$ cat config.mk
export PLATFORM = sky130hd
export DESIGN_NAME = gregorian_date_difference_core
export DESIGN_NICKNAME = d
export VERILOG_FILES = /design/src/hw/rtl/gdd_pkg.sv /design/src/hw/rtl/gdd_ctrl.sv /design/src/hw/rtl/gdd_datapath.sv /design/src/hw/rtl/gregorian_date_difference_core.sv
export VERILOG_INCLUDE_DIRS = /design/src /design/src/hw/rtl
export SDC_FILE = /design/constraint.sdc
export NUM_CORES = 1
export LEC_CHECK = 0
export BUFFER_PORTS_ARGS = -buffer_cell sky130_fd_sc_hd__buf_4
export CAP_MARGIN = 20
export CORE_UTILIZATION = 45
export CTS_CLUSTER_DIAMETER = 80
export DETAILED_ROUTE_END_ITERATION = 7
export GPL_ROUTABILITY_DRIVEN = 0
export PLACE_DENSITY = 0.71
export SYNTH_ARGS = -nofsm -noshare
export SYNTH_HDL_FRONTEND = slang
export SYNTH_SLANG_ARGS = --single-unit
$ cat constraint.sdc
create_clock -name clock -period 9.2 [get_ports clock]
set_input_delay 1.84 -clock clock [delete_from_list [all_inputs] [get_ports clock]]
set_output_delay 1.84 -clock clock [all_outputs]
set_load 0.005 [all_outputs]
$ cat src/hw/rtl/gregorian_date_difference_core_defines.svh
// Assertion helpers for the date difference RTL
`ifndef GREGORIAN_DATE_DIFFERENCE_CORE_DEFINES_SVH
`define GREGORIAN_DATE_DIFFERENCE_CORE_DEFINES_SVH

// Consequent must hold in the same cycle as the antecedent
`define GDD_ASSERT_SAME(label, clk, rst, ante, cons, msg) \
   label: assert property (@(posedge clk) disable iff (rst) (ante) |-> (cons)) \
      else $error(msg);

// Consequent must hold in the cycle after the antecedent
`define GDD_ASSERT_NEXT(label, clk, rst, ante, cons, msg) \
   label: assert property (@(posedge clk) disable iff (rst) (ante) |=> (cons)) \
      else $error(msg);

`endif

$ cat src/hw/rtl/gdd_pkg.sv
package gdd_pkg;

   // Reciprocal of 100 and of 400 scaled by 2^21 and 2^23 (same constant)
   localparam logic [14:0] RECIP_HUND    = 15'd20972;
   localparam logic [14:0] DAYS_PER_YEAR = 15'd365;
   localparam int          HUND_LSB      = 21;
   localparam int          FOUR_HUND_LSB = 23;
   localparam int          PROD_W        = 30;

   localparam logic signed [1:0] ORDER_FIRST  = 2'sb01;
   localparam logic signed [1:0] ORDER_SECOND = 2'sb11;
   localparam logic signed [1:0] ORDER_EQUAL  = 2'sb00;

   localparam logic [21:0] SPAN_MAX = 22'h3FFFFF;

   // Sequencer steps of the shared multiplier and accumulator
   typedef enum logic [3:0] {
      STEP_CEIL_L,
      STEP_Q400_L,
      STEP_FLOOR_L,
      STEP_CEIL_E,
      STEP_Q400_E,
      STEP_FLOOR_E,
      STEP_YEARS,
      STEP_ADD_YEARS,
      STEP_ORDINAL
   } step_type;

   typedef struct packed {
      logic     load;
      logic     swap;
      logic     step_en;
      step_type step;
      logic     publish;
   } cmd_type;

   // Leap test from ceil(y/100) and floor(y/100): divisible by 100 when they match
   function automatic logic is_leap_year(input logic [13:0] year,
                                         input logic [8:0]  ceil_hund,
                                         input logic [8:0]  floor_hund);
      is_leap_year = (year[1:0] == 2'b00) &&
                     ((ceil_hund != floor_hund) || (floor_hund[1:0] == 2'b00));
   endfunction

   // Day of year: days of the preceding months plus the day itself, plus one after February in a leap year
   function automatic logic [8:0] ordinal_days(input logic [4:0] day,
                                               input logic [3:0] month,
                                               input logic       leap);
      logic [8:0] base;
      case (month)
         4'd0:    base = 9'd0;
         4'd1:    base = 9'd0;
         4'd2:    base = 9'd31;
         4'd3:    base = 9'd59;
         4'd4:    base = 9'd90;
         4'd5:    base = 9'd120;
         4'd6:    base = 9'd151;
         4'd7:    base = 9'd181;
         4'd8:    base = 9'd212;
         4'd9:    base = 9'd243;
         4'd10:   base = 9'd273;
         4'd11:   base = 9'd304;
         4'd12:   base = 9'd334;
         4'd13:   base = 9'd365;
         4'd14:   base = 9'd395;
         default: base = 9'd425;
      endcase
      ordinal_days = {4'b0000, day} + base +
                     ((leap && (month > 4'd2)) ? 9'd1 : 9'd0);
   endfunction

endpackage

$ cat src/hw/rtl/gdd_ctrl.sv
`include "gregorian_date_difference_core_defines.svh"

module gdd_ctrl
   import gdd_pkg::*;
(
   input  logic    clock,
   input  logic    reset,
   input  logic    req_valid,
   output logic    req_stall,
   output logic    rsp_valid,
   input  logic    rsp_stall,
   output cmd_type cmd
);

   typedef enum logic [1:0] {
      S_IDLE,
      S_SWAP,
      S_RUN,
      S_DONE
   } state_type;

   state_type state_ff, state_in;
   step_type  step_ff, step_in;
   logic      rsp_valid_ff, rsp_valid_in;

   assign req_stall = (state_ff != S_IDLE);
   assign rsp_valid = rsp_valid_ff;

   // Sequence one word through swap, the multiply steps and the result register
   always_comb begin
      cmd          = '0;
      cmd.step     = step_ff;
      state_in     = state_ff;
      step_in      = step_ff;
      rsp_valid_in = rsp_valid_ff && rsp_stall;
      case (state_ff)
         S_IDLE: begin
            if (req_valid) begin
               cmd.load = 1'b1;
               state_in = S_SWAP;
            end
         end
         S_SWAP: begin
            cmd.swap = 1'b1;
            state_in = S_RUN;
            step_in  = STEP_CEIL_L;
         end
         S_RUN: begin
            cmd.step_en = 1'b1;
            case (step_ff)
               STEP_CEIL_L:    step_in = STEP_Q400_L;
               STEP_Q400_L:    step_in = STEP_FLOOR_L;
               STEP_FLOOR_L:   step_in = STEP_CEIL_E;
               STEP_CEIL_E:    step_in = STEP_Q400_E;
               STEP_Q400_E:    step_in = STEP_FLOOR_E;
               STEP_FLOOR_E:   step_in = STEP_YEARS;
               STEP_YEARS:     step_in = STEP_ADD_YEARS;
               STEP_ADD_YEARS: step_in = STEP_ORDINAL;
               STEP_ORDINAL:   state_in = S_DONE;
               default:        state_in = S_DONE;
            endcase
         end
         S_DONE: begin
            // Publish once the output register is free or being taken
            if (!rsp_valid_ff || !rsp_stall) begin
               cmd.publish  = 1'b1;
               rsp_valid_in = 1'b1;
               state_in     = S_IDLE;
            end
         end
         default: state_in = S_IDLE;
      endcase
   end

   always_ff @(posedge clock) begin
      if (reset) begin
         state_ff     <= S_IDLE;
         step_ff      <= STEP_CEIL_L;
         rsp_valid_ff <= 1'b0;
      end else begin
         state_ff     <= state_in;
         step_ff      <= step_in;
         rsp_valid_ff <= rsp_valid_in;
      end
   end

   `GDD_ASSERT_NEXT(a_accept_to_swap, clock, reset, req_valid && !req_stall, state_ff == S_SWAP, "accepted word did not enter swap")
   `GDD_ASSERT_SAME(a_publish_free, clock, reset, cmd.publish, !rsp_valid_ff || !rsp_stall, "result overwritten while pending")
   `GDD_ASSERT_NEXT(a_last_step_done, clock, reset, (state_ff == S_RUN) && (step_ff == STEP_ORDINAL), state_ff == S_DONE, "sequence did not finish after last step")

endmodule

$ cat src/hw/rtl/gdd_datapath.sv
module gdd_datapath
   import gdd_pkg::*;
#(
   parameter int MAX_YEAR = 9999
)
(
   input  logic               clock,
   input  cmd_type            cmd,
   input  logic [4:0]         req_first_day,
   input  logic [3:0]         req_first_month,
   input  logic [13:0]        req_first_year,
   input  logic [4:0]         req_second_day,
   input  logic [3:0]         req_second_month,
   input  logic [13:0]        req_second_year,
   output logic [21:0]        rsp_day_span,
   output logic signed [1:0]  rsp_order
);

   localparam logic [16:0] MaxYearW = 17'(MAX_YEAR);

   logic [13:0] a_year_c, b_year_c;
   logic [4:0]  a_day_ff, b_day_ff, late_day_ff, early_day_ff;
   logic [3:0]  a_month_ff, b_month_ff, late_month_ff, early_month_ff;
   logic [13:0] a_year_ff, b_year_ff, late_year_ff, early_year_ff;
   logic signed [1:0] order_ff;
   logic        a_gt, a_lt;

   logic [14:0]       mul_a, mul_b;
   logic [PROD_W-1:0] prod_in, prod_ff;
   logic [8:0]        q_hund;
   logic [6:0]        q_four_hund;
   logic [8:0]        ceil_ff;
   logic              leap_late_ff, leap_early_ff;
   logic [23:0]       acc_ff;
   logic [14:0]       late_plus3, early_plus3;
   logic [8:0]        ord_late, ord_early;
   logic [23:0]       mag;

   // Clamp years to the configured maximum
   always_comb begin
      a_year_c = ({3'b000, req_first_year} > MaxYearW) ? MaxYearW[13:0] : req_first_year;
      b_year_c = ({3'b000, req_second_year} > MaxYearW) ? MaxYearW[13:0] : req_second_year;
   end

   // Order by year, then month, then day
   assign a_gt = {a_year_ff, a_month_ff, a_day_ff} > {b_year_ff, b_month_ff, b_day_ff};
   assign a_lt = {a_year_ff, a_month_ff, a_day_ff} < {b_year_ff, b_month_ff, b_day_ff};

   always_ff @(posedge clock) begin
      if (cmd.load) begin
         a_day_ff   <= req_first_day;
         a_month_ff <= req_first_month;
         a_year_ff  <= a_year_c;
         b_day_ff   <= req_second_day;
         b_month_ff <= req_second_month;
         b_year_ff  <= b_year_c;
      end
      if (cmd.swap) begin
         order_ff <= a_gt ? ORDER_FIRST : (a_lt ? ORDER_SECOND : ORDER_EQUAL);
         if (a_gt) begin
            late_day_ff    <= a_day_ff;
            late_month_ff  <= a_month_ff;
            late_year_ff   <= a_year_ff;
            early_day_ff   <= b_day_ff;
            early_month_ff <= b_month_ff;
            early_year_ff  <= b_year_ff;
         end else begin
            late_day_ff    <= b_day_ff;
            late_month_ff  <= b_month_ff;
            late_year_ff   <= b_year_ff;
            early_day_ff   <= a_day_ff;
            early_month_ff <= a_month_ff;
            early_year_ff  <= a_year_ff;
         end
      end
   end

   // Select operands of the shared multiplier for each step
   always_comb begin
      mul_a = '0;
      mul_b = '0;
      case (cmd.step)
         STEP_CEIL_L: begin
            mul_a = {1'b0, late_year_ff} + 15'd99;
            mul_b = RECIP_HUND;
         end
         STEP_Q400_L: begin
            mul_a = {1'b0, late_year_ff} + 15'd399;
            mul_b = RECIP_HUND;
         end
         STEP_FLOOR_L: begin
            mul_a = {1'b0, late_year_ff};
            mul_b = RECIP_HUND;
         end
         STEP_CEIL_E: begin
            mul_a = {1'b0, early_year_ff} + 15'd99;
            mul_b = RECIP_HUND;
         end
         STEP_Q400_E: begin
            mul_a = {1'b0, early_year_ff} + 15'd399;
            mul_b = RECIP_HUND;
         end
         STEP_FLOOR_E: begin
            mul_a = {1'b0, early_year_ff};
            mul_b = RECIP_HUND;
         end
         STEP_YEARS: begin
            mul_a = {1'b0, late_year_ff - early_year_ff};
            mul_b = DAYS_PER_YEAR;
         end
         default: begin
            mul_a = '0;
            mul_b = '0;
         end
      endcase
   end

   assign prod_in     = mul_a * mul_b;
   assign q_hund      = prod_ff[PROD_W-1:HUND_LSB];
   assign q_four_hund = prod_ff[PROD_W-1:FOUR_HUND_LSB];
   assign late_plus3  = {1'b0, late_year_ff} + 15'd3;
   assign early_plus3 = {1'b0, early_year_ff} + 15'd3;
   assign ord_late    = ordinal_days(late_day_ff, late_month_ff, leap_late_ff);
   assign ord_early   = ordinal_days(early_day_ff, early_month_ff, leap_early_ff);

   // Accumulate the signed day count; every step but the first and the last consumes the previous product
   always_ff @(posedge clock) begin
      if (cmd.step_en) begin
         prod_ff <= prod_in;
         case (cmd.step)
            STEP_CEIL_L: begin
               acc_ff <= {11'd0, late_plus3[14:2]} - {11'd0, early_plus3[14:2]};
            end
            STEP_Q400_L: begin
               acc_ff  <= acc_ff - {15'd0, q_hund};
               ceil_ff <= q_hund;
            end
            STEP_FLOOR_L: begin
               acc_ff <= acc_ff + {17'd0, q_four_hund};
            end
            STEP_CEIL_E: begin
               leap_late_ff <= is_leap_year(late_year_ff, ceil_ff, q_hund);
            end
            STEP_Q400_E: begin
               acc_ff  <= acc_ff + {15'd0, q_hund};
               ceil_ff <= q_hund;
            end
            STEP_FLOOR_E: begin
               acc_ff <= acc_ff - {17'd0, q_four_hund};
            end
            STEP_YEARS: begin
               leap_early_ff <= is_leap_year(early_year_ff, ceil_ff, q_hund);
            end
            STEP_ADD_YEARS: begin
               acc_ff <= acc_ff + prod_ff[23:0];
            end
            STEP_ORDINAL: begin
               acc_ff <= acc_ff + {15'd0, ord_late} - {15'd0, ord_early};
            end
            default: begin
               acc_ff <= acc_ff;
            end
         endcase
      end
   end

   // Take the magnitude and saturate into the result word
   assign mag = acc_ff[23] ? (24'd0 - acc_ff) : acc_ff;

   always_ff @(posedge clock) begin
      if (cmd.publish) begin
         rsp_day_span <= (mag[23:22] != 2'b00) ? SPAN_MAX : mag[21:0];
         rsp_order    <= order_ff;
      end
   end

endmodule

$ cat src/hw/rtl/gregorian_date_difference_core.sv
// A request word is accepted in idle, then passes the swap state, the nine steps of the
// single shared multiplier and the publish state before its result word is registered.
// Only one word is in flight: req_stall holds off new requests until it is published.
// A new request is taken while a finished result still waits on rsp_stall.
// Reset (synchronous, active high) returns the sequencer to idle and drops rsp_valid.
module gregorian_date_difference_core
   import gdd_pkg::*;
#(
   parameter int MAX_YEAR = 9999
)
(
   input  logic              clock,
   input  logic              reset,
   input  logic              req_valid,
   output logic              req_stall,
   input  logic [4:0]        req_first_day,
   input  logic [3:0]        req_first_month,
   input  logic [13:0]       req_first_year,
   input  logic [4:0]        req_second_day,
   input  logic [3:0]        req_second_month,
   input  logic [13:0]       req_second_year,
   output logic              rsp_valid,
   input  logic              rsp_stall,
   output logic [21:0]       rsp_day_span,
   output logic signed [1:0] rsp_order
);

   cmd_type cmd;

   gdd_ctrl u_ctrl (
      .clock     (clock),
      .reset     (reset),
      .req_valid (req_valid),
      .req_stall (req_stall),
      .rsp_valid (rsp_valid),
      .rsp_stall (rsp_stall),
      .cmd       (cmd)
   );

   gdd_datapath #(
      .MAX_YEAR (MAX_YEAR)
   ) u_datapath (
      .clock            (clock),
      .cmd              (cmd),
      .req_first_day    (req_first_day),
      .req_first_month  (req_first_month),
      .req_first_year   (req_first_year),
      .req_second_day   (req_second_day),
      .req_second_month (req_second_month),
      .req_second_year  (req_second_year),
      .rsp_day_span     (rsp_day_span),
      .rsp_order        (rsp_order)
   );

endmodule
==> results of run 1 <==
## final timing paths
kind                            slack, ns                                 to
worst max-delay path                 0.47   u_datapath.prod_ff[29]$_DFFE_PP_
worst min-delay path                 0.42  u_datapath.rsp_order[0]$_DFFE_PP_
worst max register to register       0.47   u_datapath.prod_ff[29]$_DFFE_PP_
worst min register to register       0.42  u_datapath.rsp_order[0]$_DFFE_PP_
## synthesized netlist by cell type (25+ instances only)
master      n  area (um^2)
a21o_1     45        337.8
a21oi_1   124        620.6
clkbuf_1   53        198.9
dfxtp_1    25        500.5
edfxtp_1  183         5495
fa_1       94         1882
ha_1      294         3679
inv_1     301         1130
mux2_2     29        326.6
mux2i_1    38        380.4
nand2_1   180        675.7
nand2b_1   38        237.7
nand3_1    41        205.2
nor2_1    118        442.9
nor2b_1    26        162.7
nor3_1     33        165.2
o21ai_0   103        515.5
xnor2_1   119         1042
xor2_1     64        560.5
## layout make-up
cell class	instances	area share, %
clock buffers	37	3.424
clock inverters	11	0.2419
inverters	302	4.869
multi-input cells	1669	59.11
flip-flops and latches	208	25.76
well taps	607	3.262
repair buffers	102	3.338
## state kept, by name (all words and copies together) (netlist names), 5 cells and up, named ones only
register / cells
u_datapath.a_day_ff: 5
u_datapath.a_year_ff: 14
u_datapath.prod_ff: 30
u_datapath.acc_ff: 24
u_datapath.late_year_ff: 14
u_datapath.b_year_ff: 14
u_datapath.late_day_ff: 5
u_datapath.ceil_ff: 9
u_datapath.b_day_ff: 5
u_datapath.rsp_day_span: 22
u_datapath.early_year_ff: 14
u_datapath.early_day_ff: 5
## worst max-delay path, delay by kind of cell, from the launching register on
kind | cells | cell delay, ns
xor gates and xnor gates | 1 | 0.11
and+or+nand+nor | 5 | 1.31
adders and majority gates | 8 | 3.46
DFF | 1 | 0.43
AOI/OAI and AO/OA | 11 | 2.40
buffers and inverters | 8 | 0.71
## layout by cell type (no fill, tap or decap), types with 19 or more instances in the layout
| cell type | Yosys | final |
|---|---|---|
| inv_1 | 301 | 301 |
| ha_1 | 294 | 293 |
| edfxtp_1 | 183 | 183 |
| nand2_1 | 180 | 180 |
| a21oi_1 | 124 | 124 |
| xnor2_1 | 119 | 119 |
| nor2_1 | 118 | 117 |
| o21ai_0 | 103 | 102 |
| buf_4 | 4 | 98 |
| fa_1 | 94 | 94 |
| xor2_1 | 64 | 64 |
| a21o_1 | 45 | 45 |
| nand3_1 | 41 | 41 |
| mux2i_1 | 38 | 38 |
| nand2b_1 | 38 | 38 |
| nor3_1 | 33 | 33 |
| clkbuf_16 | 0 | 30 |
| mux2_2 | 29 | 29 |
| nor2b_1 | 26 | 26 |
| dfxtp_1 | 25 | 25 |
| and2_1 | 24 | 23 |
| a22oi_1 | 21 | 21 |
| a31oi_1 | 21 | 20 |
| nand4_1 | 20 | 20 |
| a211oi_1 | 19 | 19 |
## logic make-up after synthesis
logic type	count (synthesis)	share of synthesized area, %
other cells	1	0.01768
flops	208	28.27
xor+xnor	183	7.558
fa+ha+maj	388	26.22
compound gates	470	14.50
buf+inv	384	7.003
mux	70	3.611
simple gates	557	12.82
## per-layer routing
metal | GRT usage (%) | up-vias | share of wire [%]
met5 | 0 | - | 0
met3 | 2.994 | 140 | 6.0
met1 | 28.30 | 7755 | 44
met2 | 35.19 | 539 | 46
met4 | 7.616 | 0 | 3.8
li1 | - | 7972 | -
## per-stage QoR
| step | instance area [um^2] | instances | hold slack [ns] | setup slack [ns] |
|---|---|---|---|---|
| after floorplan | 21210 | 2261 | 0.4003 | 1.152 |
| after detailed placement | 22400 | 2886 | 0.4063 | 0.2874 |
| after CTS | 23250 | 2934 | 0.4213 | 0.2627 |
| after global routing | 23280 | 2936 | 0.4408 | 0.009329 |
| final | 23280 | 2936 | 0.4229 | 0.4703 |
| after global placement | 22390 | 2885 | 0.4075 | 0.7741 |
==> impl_metrics.py, run 1 <==
metrics = {
    "outcome": {
        "status": "finished clean",
    },
    "sta": {
        "fin_crit_sh_pct": 94.89,
        "fmax_mhz": 114.6,
        "slew_headroom_pct": 32.31,
        "period_minus_slack_ns": 8.730,
        "fin_setup_tns_ns": 0,
        "rsz0062_at_grt": "false",
        "worst_slew_pin_slew_ns": 1.007,
        "finalClockSkew_ns": 0.01718,
        "drv_slew": 0,
        "setup_viol": 0,
        "final-hold-violation-count": 0,
    },
    "clock_tree": {
        "post_cts_buffers": 0,
        "h-tree-depth": 1,
        "cts_root_buffer": "clkbuf_16",
        "path_clk_slew_ns": 0.06,
        "worstSkewPairLatency_ns": 0.55,
        "cts_tree": "done",
        "clock_sinks": 208,
        "cts_resized": 0,
        "clockBufferDepth": 3,
        "cts_hold_buf": 0,
        "numCtsBuffers": 26,
    },
    "floorplan": {
        "dieArea_um2": 48000,
        "boundaryPins": 76,
        "die_h_um": 219.1,
        "die_x_um": 219.1,
        "start_util_pct": 45.55,
        "fp.coreArea_um2": 46560,
        "rows": 79,
    },
    "placed_design": {
        "dp_hpwl_um": 41240,
        "port_buffers": 75,
    },
    "yosys": {
        "synthesis.area_um2": 21210,
        "yosysWarnings": 0,
        "synth_edf_count": 183,
        "ys_seq_elements": 208,
        "async_flop_share_pct": 0,
        "ys.flop_type": "edfxtp_1",
        "synth_cells": 2261,
        "syn_nets": 2699,
        "synth_cell_types": 87,
        "yosysSeqAreaShare_pct": 28.27,
        "avgSynthCellArea_um2": 9.379,
    },
    "hold_path": {
        "min_path_cells": 0,
        "worstHoldPathType": "reg2reg",
        "min_from": "u_datapath.order_ff[0]$_SDFFCE_PN1N_",
    },
    "setup_path": {
        "critPathLaunchType": "register",
        "critical_path.startpoint": "u_ctrl.step_ff[3]$_SDFFE_PP0P_",
        "cp_max_fo": 27,
        "cp_slowest_cell": "fa_1",
        "required_ns": 9.49,
        "max_stage_delay_ns": 0.52,
        "ff2ff_path_depth": 33,
        "timing.rr.start": "u_ctrl.step_ff[3]$_SDFFE_PP0P_",
        "cp_common_cell": "inv_1",
        "cp_data_arrival_time_ns": 9.02,
        "crit_path_end_kind": "register",
        "path_class": "reg2reg",
    },
    "drt": {
        "drc": 0,
        "routed_via_density": 5.588,
        "wl_um": 51150,
        "initialDrtViolationCount": 1223,
        "vias": 16410,
        "drtAntennaViolNets": 0,
        "routedWlPerCell_um": 17.42,
        "drtPass1Iterations": 6,
    },
    "job": {
        "cap_violations": 0,
    },
    "global_route": {
        "grtUsageTotal_pct": 21.29,
        "antenna_found_initial": 0,
        "grt_overflow": 0,
        "grt_pass1_wl_um": 81770,
        "grt_max_degree": 73,
        "grt_pass1_vias": 15960,
    },
    "layout": {
        "seqCellArea_um2": 5996,
        "area_delta_synth_final_pct": 9.776,
        "n_antenna_cell": 0,
        "layout-drive-gt1-share_pct": 9.188,
        "multi_input_area_um2": 13760,
        "fin_util_pct": 50.00,
        "fillCellCount": 4143,
        "nets": 2747,
    },
}
Power of run 1 is left out: the tool's default activity adds up to more than one toggle a clock period on the data nets, which glitch-free logic cannot reach.
==> run 2, diff against run 1 <==
- CORE_UTILIZATION: 45 -> 35
- PLACE_DENSITY: 0.71 -> 0.6
==> impl_metrics.py, run 2 (same netlist as run 1, synthesis figures left out) <==
metrics = {
    "floorplan": {
        "rows": 89,
        "die_x_um": 248.2,
        "start_util_pct": 35.66,
        "boundaryPins": 76,
        "dieArea_um2": 61580,
        "die_h_um": 248.2,
        "fp.coreArea_um2": 59460,
    },
    "setup_path": {
        "path_delay_family": "adder cells",
        "cp_data_arrival_time_ns": 8.82,
        "cp_common_cell": "inv_1",
        "cp_slowest_cell": "and4bb_2",
        "critPathLaunchType": "register",
        "crit_path_end_kind": "register",
        "cp_max_fo": 18,
        "path_class": "reg2reg",
        "max_stage_delay_ns": 0.57,
        "required_ns": 9.49,
        "path_buf_inv": 8,
    },
    "clock_tree": {
        "cts_root_buffer": "clkbuf_16",
        "worstSkewPairLatency_ns": 0.55,
        "clock_sinks": 208,
        "numCtsBuffers": 27,
        "h-tree-depth": 1,
        "cts_hold_buf": 0,
        "cts_tree": "done",
        "path_clk_slew_ns": 0.06,
        "clockBufferDepth": 3,
    },
    "drt": {
        "initialDrtViolationCount": 1217,
        "routedWlPerCell_um": 17.12,
        "wl_um": 53160,
        "drc": 0,
        "drtPass1Iterations": 5,
        "routed_via_density": 5.225,
        "vias": 16220,
        "drtAntennaViolNets": 0,
    },
    "layout": {
        "final_cell_mix": "301 x inv_1, 293 x ha_1, 183 x edfxtp_1",
        "n_antenna_cell": 0,
        "largest_register_ff_count": 30,
        "fin_cells": 3105,
        "top_regs": "u_datapath.prod_ff x30, u_datapath.acc_ff x24, u_datapath.rsp_day_span x22",
        "nets": 2751,
        "area_delta_synth_final_pct": 11.03,
        "fillCellCount": 5895,
        "layout-drive-gt1-share_pct": 9.477,
        "top_register": "u_datapath.prod_ff",
        "layout_commonest_cell": "inv_1",
    },
    "sta": {
        "period_minus_slack_ns": 8.532,
        "fin_setup_tns_ns": 0,
        "fmax_mhz": 117.2,
        "slew_headroom_pct": 30.54,
        "fin_crit_sh_pct": 92.74,
        "worst_slew_pin_slew_ns": 1.038,
        "rsz0062_at_grt": "false",
        "drv_slew": 0,
        "setup_viol": 0,
        "finalClockSkew_ns": 0.01128,
        "final-hold-violation-count": 0,
    },
    "global_route": {
        "grt_max_degree": 73,
        "antenna_found_initial": 1,
        "grtUsageTotal_pct": 17.30,
        "grt_pass1_wl_um": 84760,
        "grt_overflow": 0,
        "grt_pass1_vias": 16100,
    },
    "placed_design": {
        "dp_hpwl_um": 43160,
        "place_inst": 3054,
        "port_buffers": 75,
    },
    "job": {
        "cap_violations": 0,
    },
    "hold_path": {
        "worstHoldPathType": "reg2reg",
    },
    "outcome": {
        "status": "finished clean",
    },
}
-- run 2: cell count changes in the layout (fill, tap and decap cells not counted), sizes merged --
cell / delta
inv: +5
clkinv: -4
buf: +3
clkbuf: -3
bufinv: +2
-- run 2: final cells by class --
cell class | count | area [um^2] | area share [%]
Timing Repair Buffer | 105 | 798.3 | 3.390
Multi-Input combinational cell | 1669 | 13760 | 58.44
Clock buffer | 34 | 753.2 | 3.199
Sequential cell | 208 | 5996 | 25.46
Tap cell | 773 | 967.2 | 4.108
Inverter | 302 | 1134 | 4.814
Clock inverter | 14 | 137.6 | 0.5845
-- run 2: per-layer routing --
layer | global-route usage, % | wire, um
met1 | 23.64 | 24500
met2 | 28.22 | 24290
met3 | 2.499 | 2863
met4 | 5.147 | 1487
met5 | 0 | 13
-- run 2: timing repair --
action,CTS,global route
setup endpoints to repair,0,2
resized for setup,0,1
endpoints found under the hold margin,0,0
setup buffers,0,2
-- run 2: path summary, 6_finish.rpt --
check,slack (ns),startpoint,endpoint,cells after the start
max reg2reg,0.67,u_ctrl.step_ff[1]$_SDFFE_PP0P_,u_datapath.prod_ff[29]$_DFFE_PP_,32
max,0.67,u_ctrl.step_ff[1]$_SDFFE_PP0P_,u_datapath.prod_ff[29]$_DFFE_PP_,32
min,0.45,u_datapath.order_ff[1]$_SDFFCE_PN0N_,u_datapath.rsp_order[1]$_DFFE_PP_,0
min reg2reg,0.45,u_datapath.order_ff[1]$_SDFFCE_PN0N_,u_datapath.rsp_order[1]$_DFFE_PP_,0
-- run 2: metrics by stage --
stage | utilization, % | hold WS, ns | setup slack (ns) | instance area [um^2]
final | 39.60 | 0.4468 | 0.6678 | 23550
after detailed placement | 38.04 | 0.4340 | 0.5320 | 22620
after floorplan | - | 0.4003 | 1.152 | 21210
after global placement | 38.03 | 0.4090 | 0.7430 | 22620
after global routing | 39.60 | 0.4526 | 0.09732 | 23550
after CTS | 39.54 | 0.4485 | 0.5011 | 23510
Power of run 2 is left out for the same reason.
==> run 3, diff against run 2 <==
- clock period: 9.2 -> 8.95 ns (I/O delays scaled with it)
==> impl_metrics.py, run 3 (same netlist as run 1, synthesis figures left out) <==
metrics = {
    "sta": {
        "slew_headroom_pct": 30.87,
        "finalClockSkew_ns": 0.01934,
        "fin_crit_sh_pct": 92.90,
        "hold_ws_ns": 0.4181,
        "fmax_mhz": 120.3,
        "drv_slew": 0,
        "rsz0062_at_grt": "false",
        "fin_setup_tns_ns": 0,
        "worst_slew_pin_slew_ns": 1.033,
        "final-hold-violation-count": 0,
        "period_minus_slack_ns": 8.314,
        "setup_viol": 0,
    },
    "clock_tree": {
        "cts_hold_buf": 0,
        "clockBufferDepth": 3,
        "worstSkewPairLatency_ns": 0.55,
        "h-tree-depth": 1,
        "clock_sinks": 208,
        "path_clk_slew_ns": 0.06,
        "cts_root_buffer": "clkbuf_16",
        "cts_tree": "done",
        "numCtsBuffers": 27,
    },
    "global_route": {
        "grt_overflow": 0,
        "grt_pass1_vias": 15810,
        "grtUsageTotal_pct": 17.21,
        "antenna_found_initial": 1,
        "grt_pass1_wl_um": 84390,
        "grt_max_degree": 73,
    },
    "drt": {
        "routedWlPerCell_um": 17.12,
        "drtAntennaViolNets": 0,
        "drc": 0,
        "wl_um": 53200,
        "routed_via_density": 5.213,
        "vias": 16200,
        "drtPass1Iterations": 6,
        "initialDrtViolationCount": 1013,
    },
    "placed_design": {
        "place_inst": 3056,
        "dp_hpwl_um": 42810,
        "port_buffers": 75,
    },
    "layout": {
        "n_antenna_cell": 0,
        "nets": 2752,
        "largest_register_ff_count": 30,
        "layout_commonest_cell": "inv_1",
        "fin_cells": 3107,
        "area_delta_synth_final_pct": 11.49,
        "top_regs": "u_datapath.prod_ff x30, u_datapath.acc_ff x24, u_datapath.rsp_day_span x22",
        "fillCellCount": 5851,
        "final_cell_mix": "301 x inv_1, 293 x ha_1, 183 x edfxtp_1",
        "top_register": "u_datapath.prod_ff",
        "layout-drive-gt1-share_pct": 9.769,
    },
    "setup_path": {
        "path_class": "reg2reg",
        "path_buf_inv": 9,
        "crit_path_end_kind": "register",
        "cp_common_cell": "inv_1",
        "cp_max_fo": 25,
        "required_ns": 9.23,
        "max_stage_delay_ns": 0.53,
        "r2r_setup_slack_ns": 0.64,
        "cp_slowest_cell": "fa_1",
        "worstSetupPathDepth": 32,
        "cp_data_arrival_time_ns": 8.60,
        "ff2ff_path_depth": 32,
        "path_delay_family": "adder cells",
        "critPathLaunchType": "register",
    },
    "job": {
        "cap_violations": 0,
    },
    "floorplan": {
        "die_x_um": 248.2,
        "fp.coreArea_um2": 59460,
        "dieArea_um2": 61580,
        "boundaryPins": 76,
        "rows": 89,
        "die_h_um": 248.2,
        "start_util_pct": 35.66,
    },
    "outcome": {
        "status": "finished clean",
    },
    "hold_path": {
        "worstHoldPathType": "reg2reg",
        "min_path_cells": 0,
    },
}
[run 3: cell count changes in the layout (fill, tap and decap cells not counted), sizes merged]
cell / previous run / this run
inv: 308 / 306
clkbuf: 34 / 35
clkinv: 6 / 7
bufinv: 2 / 3
buf: 105 / 106
[run 3: worst paths after layout]
| check | from | end |
|---|---|---|
| worst max-delay path | u_ctrl.step_ff[1]$_SDFFE_PP0P_ | u_datapath.prod_ff[29]$_DFFE_PP_ |
| worst min-delay path | u_datapath.order_ff[0]$_SDFFCE_PN1N_ | u_datapath.rsp_order[0]$_DFFE_PP_ |
| worst max register to register | u_ctrl.step_ff[1]$_SDFFE_PP0P_ | u_datapath.prod_ff[29]$_DFFE_PP_ |
| worst min register to register | u_datapath.order_ff[0]$_SDFFCE_PN1N_ | u_datapath.rsp_order[0]$_DFFE_PP_ |
[run 3: what timing repair did]
| item | CTS | global route |
|---|---|---|
| setup endpoints to repair | 0 | 3 |
| buffers inserted | 0 | 1 |
| resized for setup | 0 | 3 |
[run 3: per-stage QoR]
stage                     setup WS [ns]  util [%]  cell area [um^2]
after floorplan                  0.9022         -             21210
after global placement           0.5940     38.06             22630
after detailed placement         0.3159     38.07             22640
after CTS                        0.2845     39.70             23610
after global routing            0.05981     39.76             23640
final                            0.6358     39.76             23640
[run 3: cell type report]
class	count	area [um^2]	area share (%)
flip-flops and latches	208	5996	25.36
well taps	773	967.2	4.091
repair buffers	106	809.5	3.424
clock buffers	35	798.3	3.376
inverters	302	1134	4.795
clock inverters	14	173.9	0.7356
multi-input cells	1669	13760	58.22
[run 3: layer usage]
layer	share of wire, %	global-route usage (%)	up-vias
met2	46	27.94	420
met3	5.2	2.316	98
met1	46	23.71	7699
met4	3.0	5.183	2
li1	-	-	7978
met5	0.024	0	-
Power of run 3 is left out for the same reason.
